===== config.mk =====
export PLATFORM = sky130hd
export DESIGN_NAME = button_gesture_decoder_flat
export DESIGN_NICKNAME = d
export VERILOG_FILES = /design/src/hw/rtl/bgd_pkg.sv /design/src/hw/rtl/bgd_if.sv /design/src/hw/rtl/bgd_cfg_regs.sv /design/src/hw/rtl/bgd_core.sv /design/src/hw/rtl/button_gesture_decoder.sv /design/src/flat_wrapper.sv
export SDC_FILE = /design/constraint.sdc
export NUM_CORES = 1
export LEC_CHECK = 0
export BUFFER_PORTS_ARGS = -buffer_cell sky130_fd_sc_hd__buf_2
export CAP_MARGIN = 20
export CORE_ASPECT_RATIO = 2
export CORE_UTILIZATION = 55
export DETAILED_ROUTE_END_ITERATION = 6
export HOLD_SLACK_MARGIN = 0.15
export PLACE_DENSITY = 0.72
export SYNTH_ARGS = -nofsm -noshare
export SYNTH_HDL_FRONTEND = slang
export SYNTH_HIERARCHICAL = 1
export SYNTH_SLANG_ARGS = --single-unit

===== constraint.sdc =====
create_clock -name i_clk -period 21.7 [get_ports i_clk]
set_clock_uncertainty 0.2 [all_clocks]
set_input_delay 4.34 -clock i_clk [delete_from_list [all_inputs] [get_ports i_clk]]
set_output_delay 4.34 -clock i_clk [all_outputs]
set_load 0.02 [all_outputs]

===== src/hw/rtl/bgd_pkg.sv =====
// Shared types, constants and register codes for the button gesture decoder.
package bgd_pkg;

    localparam int TS_W    = 32;
    localparam int CFG_W   = 16;
    localparam int CIDX_W  = 2;
    localparam int GEST_W  = 3;
    localparam int TAP_W   = 2;

    // Configuration register indexes
    localparam logic [CIDX_W-1:0] REG_DEBOUNCE = 2'd0;
    localparam logic [CIDX_W-1:0] REG_HOLD     = 2'd1;
    localparam logic [CIDX_W-1:0] REG_TAPWIN   = 2'd2;

    // Reset values of the configuration registers (ms)
    localparam logic [CFG_W-1:0] DEBOUNCE_RST = 16'd30;
    localparam logic [CFG_W-1:0] HOLD_RST     = 16'd600;
    localparam logic [CFG_W-1:0] TAPWIN_RST   = 16'd350;

    // Gesture codes
    localparam logic [GEST_W-1:0] G_NONE         = 3'd0;
    localparam logic [GEST_W-1:0] G_HOLD         = 3'd1;
    localparam logic [GEST_W-1:0] G_HOLD_RELEASE = 3'd2;
    localparam logic [GEST_W-1:0] G_SINGLE       = 3'd3;
    localparam logic [GEST_W-1:0] G_DOUBLE       = 3'd4;
    localparam logic [GEST_W-1:0] G_TRIPLE       = 3'd5;

    localparam logic [TAP_W-1:0] TAP_MAX = 2'd3;

    typedef struct packed {
        logic [CFG_W-1:0] debounce_time;
        logic [CFG_W-1:0] hold_time;
        logic [CFG_W-1:0] tap_window;
    } t_cfg;

endpackage


===== src/hw/rtl/bgd_if.sv =====
// Valid/ready channel interfaces for poll items and gesture results.
interface bgd_item_if;
    import bgd_pkg::*;
    logic            valid;
    logic            ready;
    logic            pressed_level;
    logic [TS_W-1:0] timestamp;

    modport source (output valid, output pressed_level, output timestamp, input ready);
    modport sink   (input valid, input pressed_level, input timestamp, output ready);
endinterface

interface bgd_result_if;
    import bgd_pkg::*;
    logic              valid;
    logic              ready;
    logic [GEST_W-1:0] gesture;

    modport source (output valid, output gesture, input ready);
    modport sink   (input valid, input gesture, output ready);
endinterface


===== src/hw/rtl/bgd_cfg_regs.sv =====
// Configuration register file: debounce, hold and tap window thresholds.
module bgd_cfg_regs (
    input  logic                       i_clk,
    input  logic                       i_rst_n,
    input  logic                       i_cfg_we,
    input  logic [bgd_pkg::CIDX_W-1:0] i_cfg_idx,
    input  logic [bgd_pkg::CFG_W-1:0]  i_cfg_wdata,
    output bgd_pkg::t_cfg              o_cfg
);
    import bgd_pkg::*;

    t_cfg r_cfg;

    // Write decode; unknown indexes are dropped
    always_ff @(posedge i_clk) begin
        if (!i_rst_n) begin
            r_cfg.debounce_time <= DEBOUNCE_RST;
            r_cfg.hold_time     <= HOLD_RST;
            r_cfg.tap_window    <= TAPWIN_RST;
        end else if (i_cfg_we) begin
            unique case (i_cfg_idx)
                REG_DEBOUNCE: r_cfg.debounce_time <= i_cfg_wdata;
                REG_HOLD:     r_cfg.hold_time     <= i_cfg_wdata;
                REG_TAPWIN:   r_cfg.tap_window    <= i_cfg_wdata;
                default:      ;
            endcase
        end
    end

    assign o_cfg = r_cfg;

endmodule


===== src/hw/rtl/bgd_core.sv =====
// Gesture state and the single-pass decode of one poll.
module bgd_core (
    input  logic                       i_clk,
    input  logic                       i_rst_n,
    input  bgd_pkg::t_cfg              i_cfg,
    input  logic                       i_fire,
    input  logic                       i_level,
    input  logic [bgd_pkg::TS_W-1:0]   i_now,
    output logic [bgd_pkg::GEST_W-1:0] o_gesture
);
    import bgd_pkg::*;

    logic             r_last_raw,   n_last_raw;
    logic [TS_W-1:0]  r_chg_time,   n_chg_time;
    logic             r_stable,     n_stable;
    logic [TS_W-1:0]  r_press_time, n_press_time;
    logic             r_hold_rep,   n_hold_rep;
    logic [TAP_W-1:0] r_taps,       n_taps;
    logic [TS_W-1:0]  r_rel_time,   n_rel_time;

    logic             edge_det;
    logic             release_det;
    logic             hold_fire;
    logic [TAP_W-1:0] taps_inc;
    logic [TS_W-1:0]  deb_age;
    logic [TS_W-1:0]  press_age;
    logic [TS_W-1:0]  rel_age;

    // Debounce, hold detection, tap counting and tap-run resolution
    always_comb begin
        n_last_raw   = i_level;
        n_chg_time   = (i_level != r_last_raw) ? i_now : r_chg_time;
        deb_age      = i_now - n_chg_time;
        edge_det     = (deb_age >= {{(TS_W-CFG_W){1'b0}}, i_cfg.debounce_time})
                       && (i_level != r_stable);
        n_stable     = edge_det ? i_level : r_stable;
        release_det  = edge_det && !i_level;

        n_press_time = (edge_det && i_level) ? i_now : r_press_time;
        n_hold_rep   = (edge_det && i_level) ? 1'b0 : r_hold_rep;
        press_age    = i_now - n_press_time;
        hold_fire    = n_stable && !n_hold_rep
                       && (press_age >= {{(TS_W-CFG_W){1'b0}}, i_cfg.hold_time});

        n_taps       = r_taps;
        n_rel_time   = r_rel_time;
        taps_inc     = (r_taps == TAP_MAX) ? TAP_MAX : r_taps + 1'b1;
        rel_age      = '0;
        o_gesture    = G_NONE;

        if (hold_fire) begin
            n_hold_rep = 1'b1;
            n_taps     = '0;
            o_gesture  = G_HOLD;
        end else if (release_det && n_hold_rep) begin
            o_gesture  = G_HOLD_RELEASE;
        end else begin
            if (release_det) begin
                n_taps     = taps_inc;
                n_rel_time = i_now;
            end
            rel_age = i_now - n_rel_time;
            if ((n_taps != '0) && !n_stable
                && (rel_age >= {{(TS_W-CFG_W){1'b0}}, i_cfg.tap_window})) begin
                case (n_taps)
                    2'd1:    o_gesture = G_SINGLE;
                    2'd2:    o_gesture = G_DOUBLE;
                    default: o_gesture = G_TRIPLE;
                endcase
                n_taps = '0;
            end
        end
    end

    // State update once per decoded poll
    always_ff @(posedge i_clk) begin
        if (!i_rst_n) begin
            r_last_raw   <= 1'b0;
            r_chg_time   <= '0;
            r_stable     <= 1'b0;
            r_press_time <= '0;
            r_hold_rep   <= 1'b0;
            r_taps       <= '0;
            r_rel_time   <= '0;
        end else if (i_fire) begin
            r_last_raw   <= n_last_raw;
            r_chg_time   <= n_chg_time;
            r_stable     <= n_stable;
            r_press_time <= n_press_time;
            r_hold_rep   <= n_hold_rep;
            r_taps       <= n_taps;
            r_rel_time   <= n_rel_time;
        end
    end

endmodule


===== src/hw/rtl/button_gesture_decoder.sv =====
// Button gesture decoder top level: input register, decode core, result register.
// Each beat on i_item is one poll of the raw button level with its millisecond
// timestamp; every poll yields exactly one beat on o_result whose gesture is
// none, hold, hold release, or single/double/triple tap. A poll is registered in the input
// register, decoded against the gesture state and written to the result register,
// and one poll is taken every cycle while the result side keeps up. Thresholds are
// to be written through the plain configuration port (index 0 debounce, 1 hold, 2 tap
// window) only while idle; the block itself does not enforce this.
module button_gesture_decoder (
    input  logic                       i_clk,
    input  logic                       i_rst_n,
    input  logic                       i_cfg_we,
    input  logic [bgd_pkg::CIDX_W-1:0] i_cfg_idx,
    input  logic [bgd_pkg::CFG_W-1:0]  i_cfg_wdata,
    bgd_item_if.sink                   i_item,
    bgd_result_if.source               o_result
);
    import bgd_pkg::*;

    t_cfg              cfg;
    logic              r_in_valid;
    logic              r_in_level;
    logic [TS_W-1:0]   r_in_ts;
    logic              r_out_valid;
    logic [GEST_W-1:0] r_out_gesture;
    logic [GEST_W-1:0] core_gesture;
    logic              advance;
    logic              core_fire;

    bgd_cfg_regs u_cfg (
        .i_clk       (i_clk),
        .i_rst_n     (i_rst_n),
        .i_cfg_we    (i_cfg_we),
        .i_cfg_idx   (i_cfg_idx),
        .i_cfg_wdata (i_cfg_wdata),
        .o_cfg       (cfg)
    );

    // Pipeline moves when the result register is free or being drained
    assign advance      = !r_out_valid || o_result.ready;
    assign core_fire    = r_in_valid && advance;
    assign i_item.ready = !r_in_valid || advance;

    // Input register
    always_ff @(posedge i_clk) begin
        if (!i_rst_n) begin
            r_in_valid <= 1'b0;
        end else if (i_item.ready) begin
            r_in_valid <= i_item.valid;
        end
    end

    always_ff @(posedge i_clk) begin
        if (i_item.valid && i_item.ready) begin
            r_in_level <= i_item.pressed_level;
            r_in_ts    <= i_item.timestamp;
        end
    end

    bgd_core u_core (
        .i_clk     (i_clk),
        .i_rst_n   (i_rst_n),
        .i_cfg     (cfg),
        .i_fire    (core_fire),
        .i_level   (r_in_level),
        .i_now     (r_in_ts),
        .o_gesture (core_gesture)
    );

    // Result register
    always_ff @(posedge i_clk) begin
        if (!i_rst_n) begin
            r_out_valid <= 1'b0;
        end else if (advance) begin
            r_out_valid <= r_in_valid;
        end
    end

    always_ff @(posedge i_clk) begin
        if (core_fire) begin
            r_out_gesture <= core_gesture;
        end
    end

    assign o_result.valid   = r_out_valid;
    assign o_result.gesture = r_out_gesture;

    // A decoded poll always lands in the result register
    a_fire_to_out: assert property (@(posedge i_clk) disable iff (!i_rst_n)
        core_fire |=> r_out_valid)
        else $error("decoded beat did not reach result register");

    // A stalled poll stays put in the input register
    a_in_hold: assert property (@(posedge i_clk) disable iff (!i_rst_n)
        r_in_valid && !advance |=> r_in_valid && $stable(r_in_ts)
                                   && $stable(r_in_level))
        else $error("input register lost a stalled beat");

    // No new poll is taken while the pipeline is blocked
    a_no_accept_blocked: assert property (@(posedge i_clk) disable iff (!i_rst_n)
        r_in_valid && r_out_valid && !o_result.ready |-> !i_item.ready)
        else $error("poll accepted while pipeline blocked");

endmodule


===== src/flat_wrapper.sv =====
// flat-port wrapper written by rule: the top's interface ports become plain ports
module button_gesture_decoder_flat import bgd_pkg::*;
  (i_clk, i_rst_n, i_cfg_we, i_cfg_idx, i_cfg_wdata, i_item_valid, i_item_pressed_level, i_item_timestamp, i_item_ready, o_result_valid, o_result_gesture, o_result_ready);
  bgd_item_if i_item_i ();
  bgd_result_if o_result_i ();
  input  logic i_clk;
  input  logic i_rst_n;
  input  logic i_cfg_we;
  input  logic [bgd_pkg::CIDX_W-1:0] i_cfg_idx;
  input  logic [bgd_pkg::CFG_W-1:0] i_cfg_wdata;
  input wire logic [$bits(i_item_i.valid)-1:0] i_item_valid;
  input wire logic [$bits(i_item_i.pressed_level)-1:0] i_item_pressed_level;
  input wire logic [$bits(i_item_i.timestamp)-1:0] i_item_timestamp;
  output wire logic [$bits(i_item_i.ready)-1:0] i_item_ready;
  output wire logic [$bits(o_result_i.valid)-1:0] o_result_valid;
  output wire logic [$bits(o_result_i.gesture)-1:0] o_result_gesture;
  input wire logic [$bits(o_result_i.ready)-1:0] o_result_ready;
  assign i_item_i.valid = i_item_valid;
  assign i_item_i.pressed_level = i_item_pressed_level;
  assign i_item_i.timestamp = i_item_timestamp;
  assign i_item_ready = i_item_i.ready;
  assign o_result_valid = o_result_i.valid;
  assign o_result_gesture = o_result_i.gesture;
  assign o_result_i.ready = o_result_ready;
  button_gesture_decoder u_core (.i_clk(i_clk), .i_rst_n(i_rst_n), .i_cfg_we(i_cfg_we), .i_cfg_idx(i_cfg_idx), .i_cfg_wdata(i_cfg_wdata), .i_item(i_item_i), .o_result(o_result_i));
endmodule

==> impl_metrics.yaml <==
worst_setup_path:
  critical_path_peak_fanout: 22
  critical_path.max_stage_delay_ns: 0.84
  worstSetupEndpointType: "flip-flop"
  r2r-start: "u_core/r_in_level$_DFFE_PP_"
  startpoint_type: "flip-flop"
  critPathArrivalTime_ns: 13.34
  required_arrival_time_at_the_worst_endpoint_ns: 21.90
  worst_reg2reg_setup_slack_ns: 8.57
  worstRegToRegCells: 50
  worst_path_most_repeated_cell: "o21ai_0"
  worst-setup-path-type: "flip-flop to flip-flop"
  timing.rr.end: "u_core/u_core/r_taps[1]$_SDFFE_PN0P_"
  slowest_stage: "xnor2_2"
pwr:
  power.total_w: 0.00111
  cellInternalPower_w: 0.000695
  power.share.clock_pct: 29.1
  worst_supply_voltage_drop_on_vdd_mv: 0.0554
  p_switching_w: 0.000417
  power_density_nw_per_um2: 68.4
  total_leakage_power_nw: 6.61
  power.switching_fraction_pct: 37.5
  seqPwrFrac_pct: 35.3
  p_comb_share_pct: 35.6
final_layout:
  final_net_count: 2042
  layout_cells_sized_above_1_pct: 8.24
  flow.area_growth_from_synthesis_pct: 7.16
  final.fill_count: 2471
  postLayoutCellArea_um2: 16300
  seq_area_um2: 4100
  stdcell_count: 2217
  insertedDiodeCount: 0
  area_of_the_multi_input_gates_um2: 10300
route:
  detail-route-antenna-nets: 0
  firstDrtPassIters: 7
  wire_per_inst_um: 20.5
  drt-vias-per-instance: 6.17
  vias: 13678
  first_iter_violations: 920
  drcViolationCount: 2
  wl_um: 45400
synth:
  synth.lib_cells_used.distinct: 97
  synth_top_area_share_pct: 19.9
  postSynthRegisterBits: 187
  synth_area_per_cell_um2: 8.15
  postSynth.topFlopCell: "dfxtp_1"
  syn-num-nets: 2049
  gate_count_after_technology_mapping: 1863
  yosysSeqAreaShare_pct: 27.0
  synth_area_leaders: "dfxtp_1, ha_1, mux2i_1"
  synth_area_leader_cell: "dfxtp_1"
  synth_most_common_cell: "nand2_1"
  mapped_area_um2: 15200
  yosysWarnings: 6
  postSynth.asyncResetShare_pct: 0
  synth.top_cells.by_count: "nand2_1, nor2_1, dfxtp_1"
  synth_enable_flop_cells: 36
min_path:
  min_path_cells: 2
  min_from: "u_core/u_cfg/o_cfg[46]$_SDFFE_PN0P_"
  worstHoldEndpoint: "u_core/u_cfg/o_cfg[46]$_SDFFE_PN0P_"
  timing.hold.worst.class: "flip-flop to flip-flop"
cts:
  postCtsHoldBufs: 0
  tritoncts: "built"
  clock-sinks: 187
  clk_path_buf_depth: 2
  cts_resized: 0
  cts.repair_timing.setup_buffer_count: 0
  clk_latency_ns: 0.46
  cts.clk_slew.worst_paths_ns: 0.08
  clock_tree.htree_level_count: 4
  ctsRootBufferMaster: "clkbuf_16"
  tritoncts.num_buffers: 17
sta:
  setup_viol: 0
  finalHoldWorstSlack_ns: 0.262
  layout_min_cycle_time_ns: 13.13
  relSlewSlack_pct: 33.4
  max_freq_mhz: 76.1
  slew_violations: 0
  timing.final.crit_share_pct: 60.5
  worst_pin_slew_ns: 0.994
  hold_viol_final: 0
  tns_ns: 0
  rsz0062_at_grt: "no"
place:
  port_buffers: 60
  detailedPlacementHpwl_um: 35600
  gp_routability_congestion: 0.959
  placed_cells_incl_taps: 2183
  dpl-instance-area_um2: 15600
die:
  initial_core_utilization_pct: 56.2
  pin_count: 61
  die-width_um: 119
  floorplan.rows: 85
  placeableCoreArea_um2: 27000
  die_h_um: 237
  die_ar_um2: 28300
global_route:
  grt_overall_usage_pct: 32.3
  maximum_number_of_pins_on_one_net_before_global_route_repair: 75
  antenna_found_initial: 0
  globalRoute.totalOverflow: 0
  grt_first_pass_wirelength_um: 70400
  grt_pass1_vias: 13179
outcome:
  violations: "DRC"
  status: "complete, but fails checks"
job:
  cap_viol_max_count: 0
## cell usage in the layout, fill, tap and decap left out, types with 47 or more instances in the layout
cell and instances:
a211oi_1 83, a21o_1 47, a21oi_1 118, buf_2 60, dfxtp_1 151, ha_1 128
inv_1 90, mux2i_1 133, nand2_1 185, nor2_1 182, nor2b_1 48, o21ai_0 75
## final cells by class
cell class,count,share of cell area (%)
clock buffers,17,2.62
clock inverters,15,1.10
inverters,91,2.10
multi-input cells,1483,63.5
flip-flops and latches,187,25.2
well taps,348,2.68
repair buffers,76,2.78
## metrics by stage
stage	utilization (%)	worst slack [ns]
finish	60.2	8.57
global route	60.2	7.54
CTS	60.0	8.77
detailed placement	57.8	8.84
global placement	57.8	9.18
floorplan	-	10.43
## state kept, by name (all words and copies together) (netlist names)
register	count
u_core/u_cfg/o_cfg	48
u_core/r_in_ts	32
u_core/u_core/r_chg_time	32
u_core/u_core/r_press_time	32
u_core/u_core/r_rel_time	32
u_core/o_result.gesture	3
u_core/u_core/r_taps	2
u_core/o_result.valid	1
u_core/r_in_level	1
u_core/r_in_valid	1
u_core/u_core/r_hold_rep	1
u_core/u_core/r_last_raw	1
u_core/u_core/r_stable	1
## power groups by stage
stage | sequential (W) | combinational [W] | clock (W)
floorplan | 0.000390 | 0.000299 | 0
global placement | 0.000400 | 0.000383 | 0
detailed placement | 0.000400 | 0.000387 | 0
CTS | 0.000392 | 0.000390 | 0.000331
global route | 0.000394 | 0.000436 | 0.000342
finish | 0.000392 | 0.000396 | 0.000324
## cells by family after synthesis
group / share of synthesized area [%]
and+or+nand+nor: 20.9
AOI/OAI and AO/OA: 22.5
buffers and inverters: 5.30
DFF: 27.0
muxes: 9.14
adders and majority gates: 11.2
xor gates and xnor gates: 3.86
## worst max-delay path: cells and delay by family, from the launching register on
family,cells,cell delay [ns]
AO/OA/AOI/OAI,27,6.13
flip-flops,1,0.59
XOR/XNOR,3,1.14
AND/OR/NAND/NOR,13,3.36
adder cells (fa/ha/maj),6,1.58
buffers and inverters,1,0.06
## layer usage
| metal | part of all wire (%) | vias to the layer above | track usage [%] |
|---|---|---|---|
| li1 | - | 6778 | - |
| met1 | 37 | 6386 | 33.3 |
| met2 | 50 | 373 | 57.6 |
| met3 | 3.0 | 141 | 2.89 |
| met4 | 9.1 | 0 | 28.4 |
| met5 | 0 | - | 0 |
## worst max path at each step
stage / start / endpoint / slack, ns / cells after the start
global placement: u_core/r_in_level$_DFFE_PP_ / u_core/u_core/r_rel_time[0]$_SDFFE_PN0P_ / 9.18 / 51
floorplan: u_core/r_in_level$_DFFE_PP_ / u_core/u_core/r_rel_time[12]$_SDFFE_PN0P_ / 10.43 / 50
detailed placement: u_core/r_in_level$_DFFE_PP_ / u_core/u_core/r_rel_time[0]$_SDFFE_PN0P_ / 8.84 / 51
CTS: u_core/r_in_level$_DFFE_PP_ / u_core/u_core/r_rel_time[0]$_SDFFE_PN0P_ / 8.77 / 51
finish: u_core/r_in_level$_DFFE_PP_ / u_core/u_core/r_taps[1]$_SDFFE_PN0P_ / 8.57 / 50
global route: u_core/r_in_level$_DFFE_PP_ / u_core/u_core/r_taps[1]$_SDFFE_PN0P_ / 7.54 / 51
No activity file was read; power rests on OpenSTA's default activity.
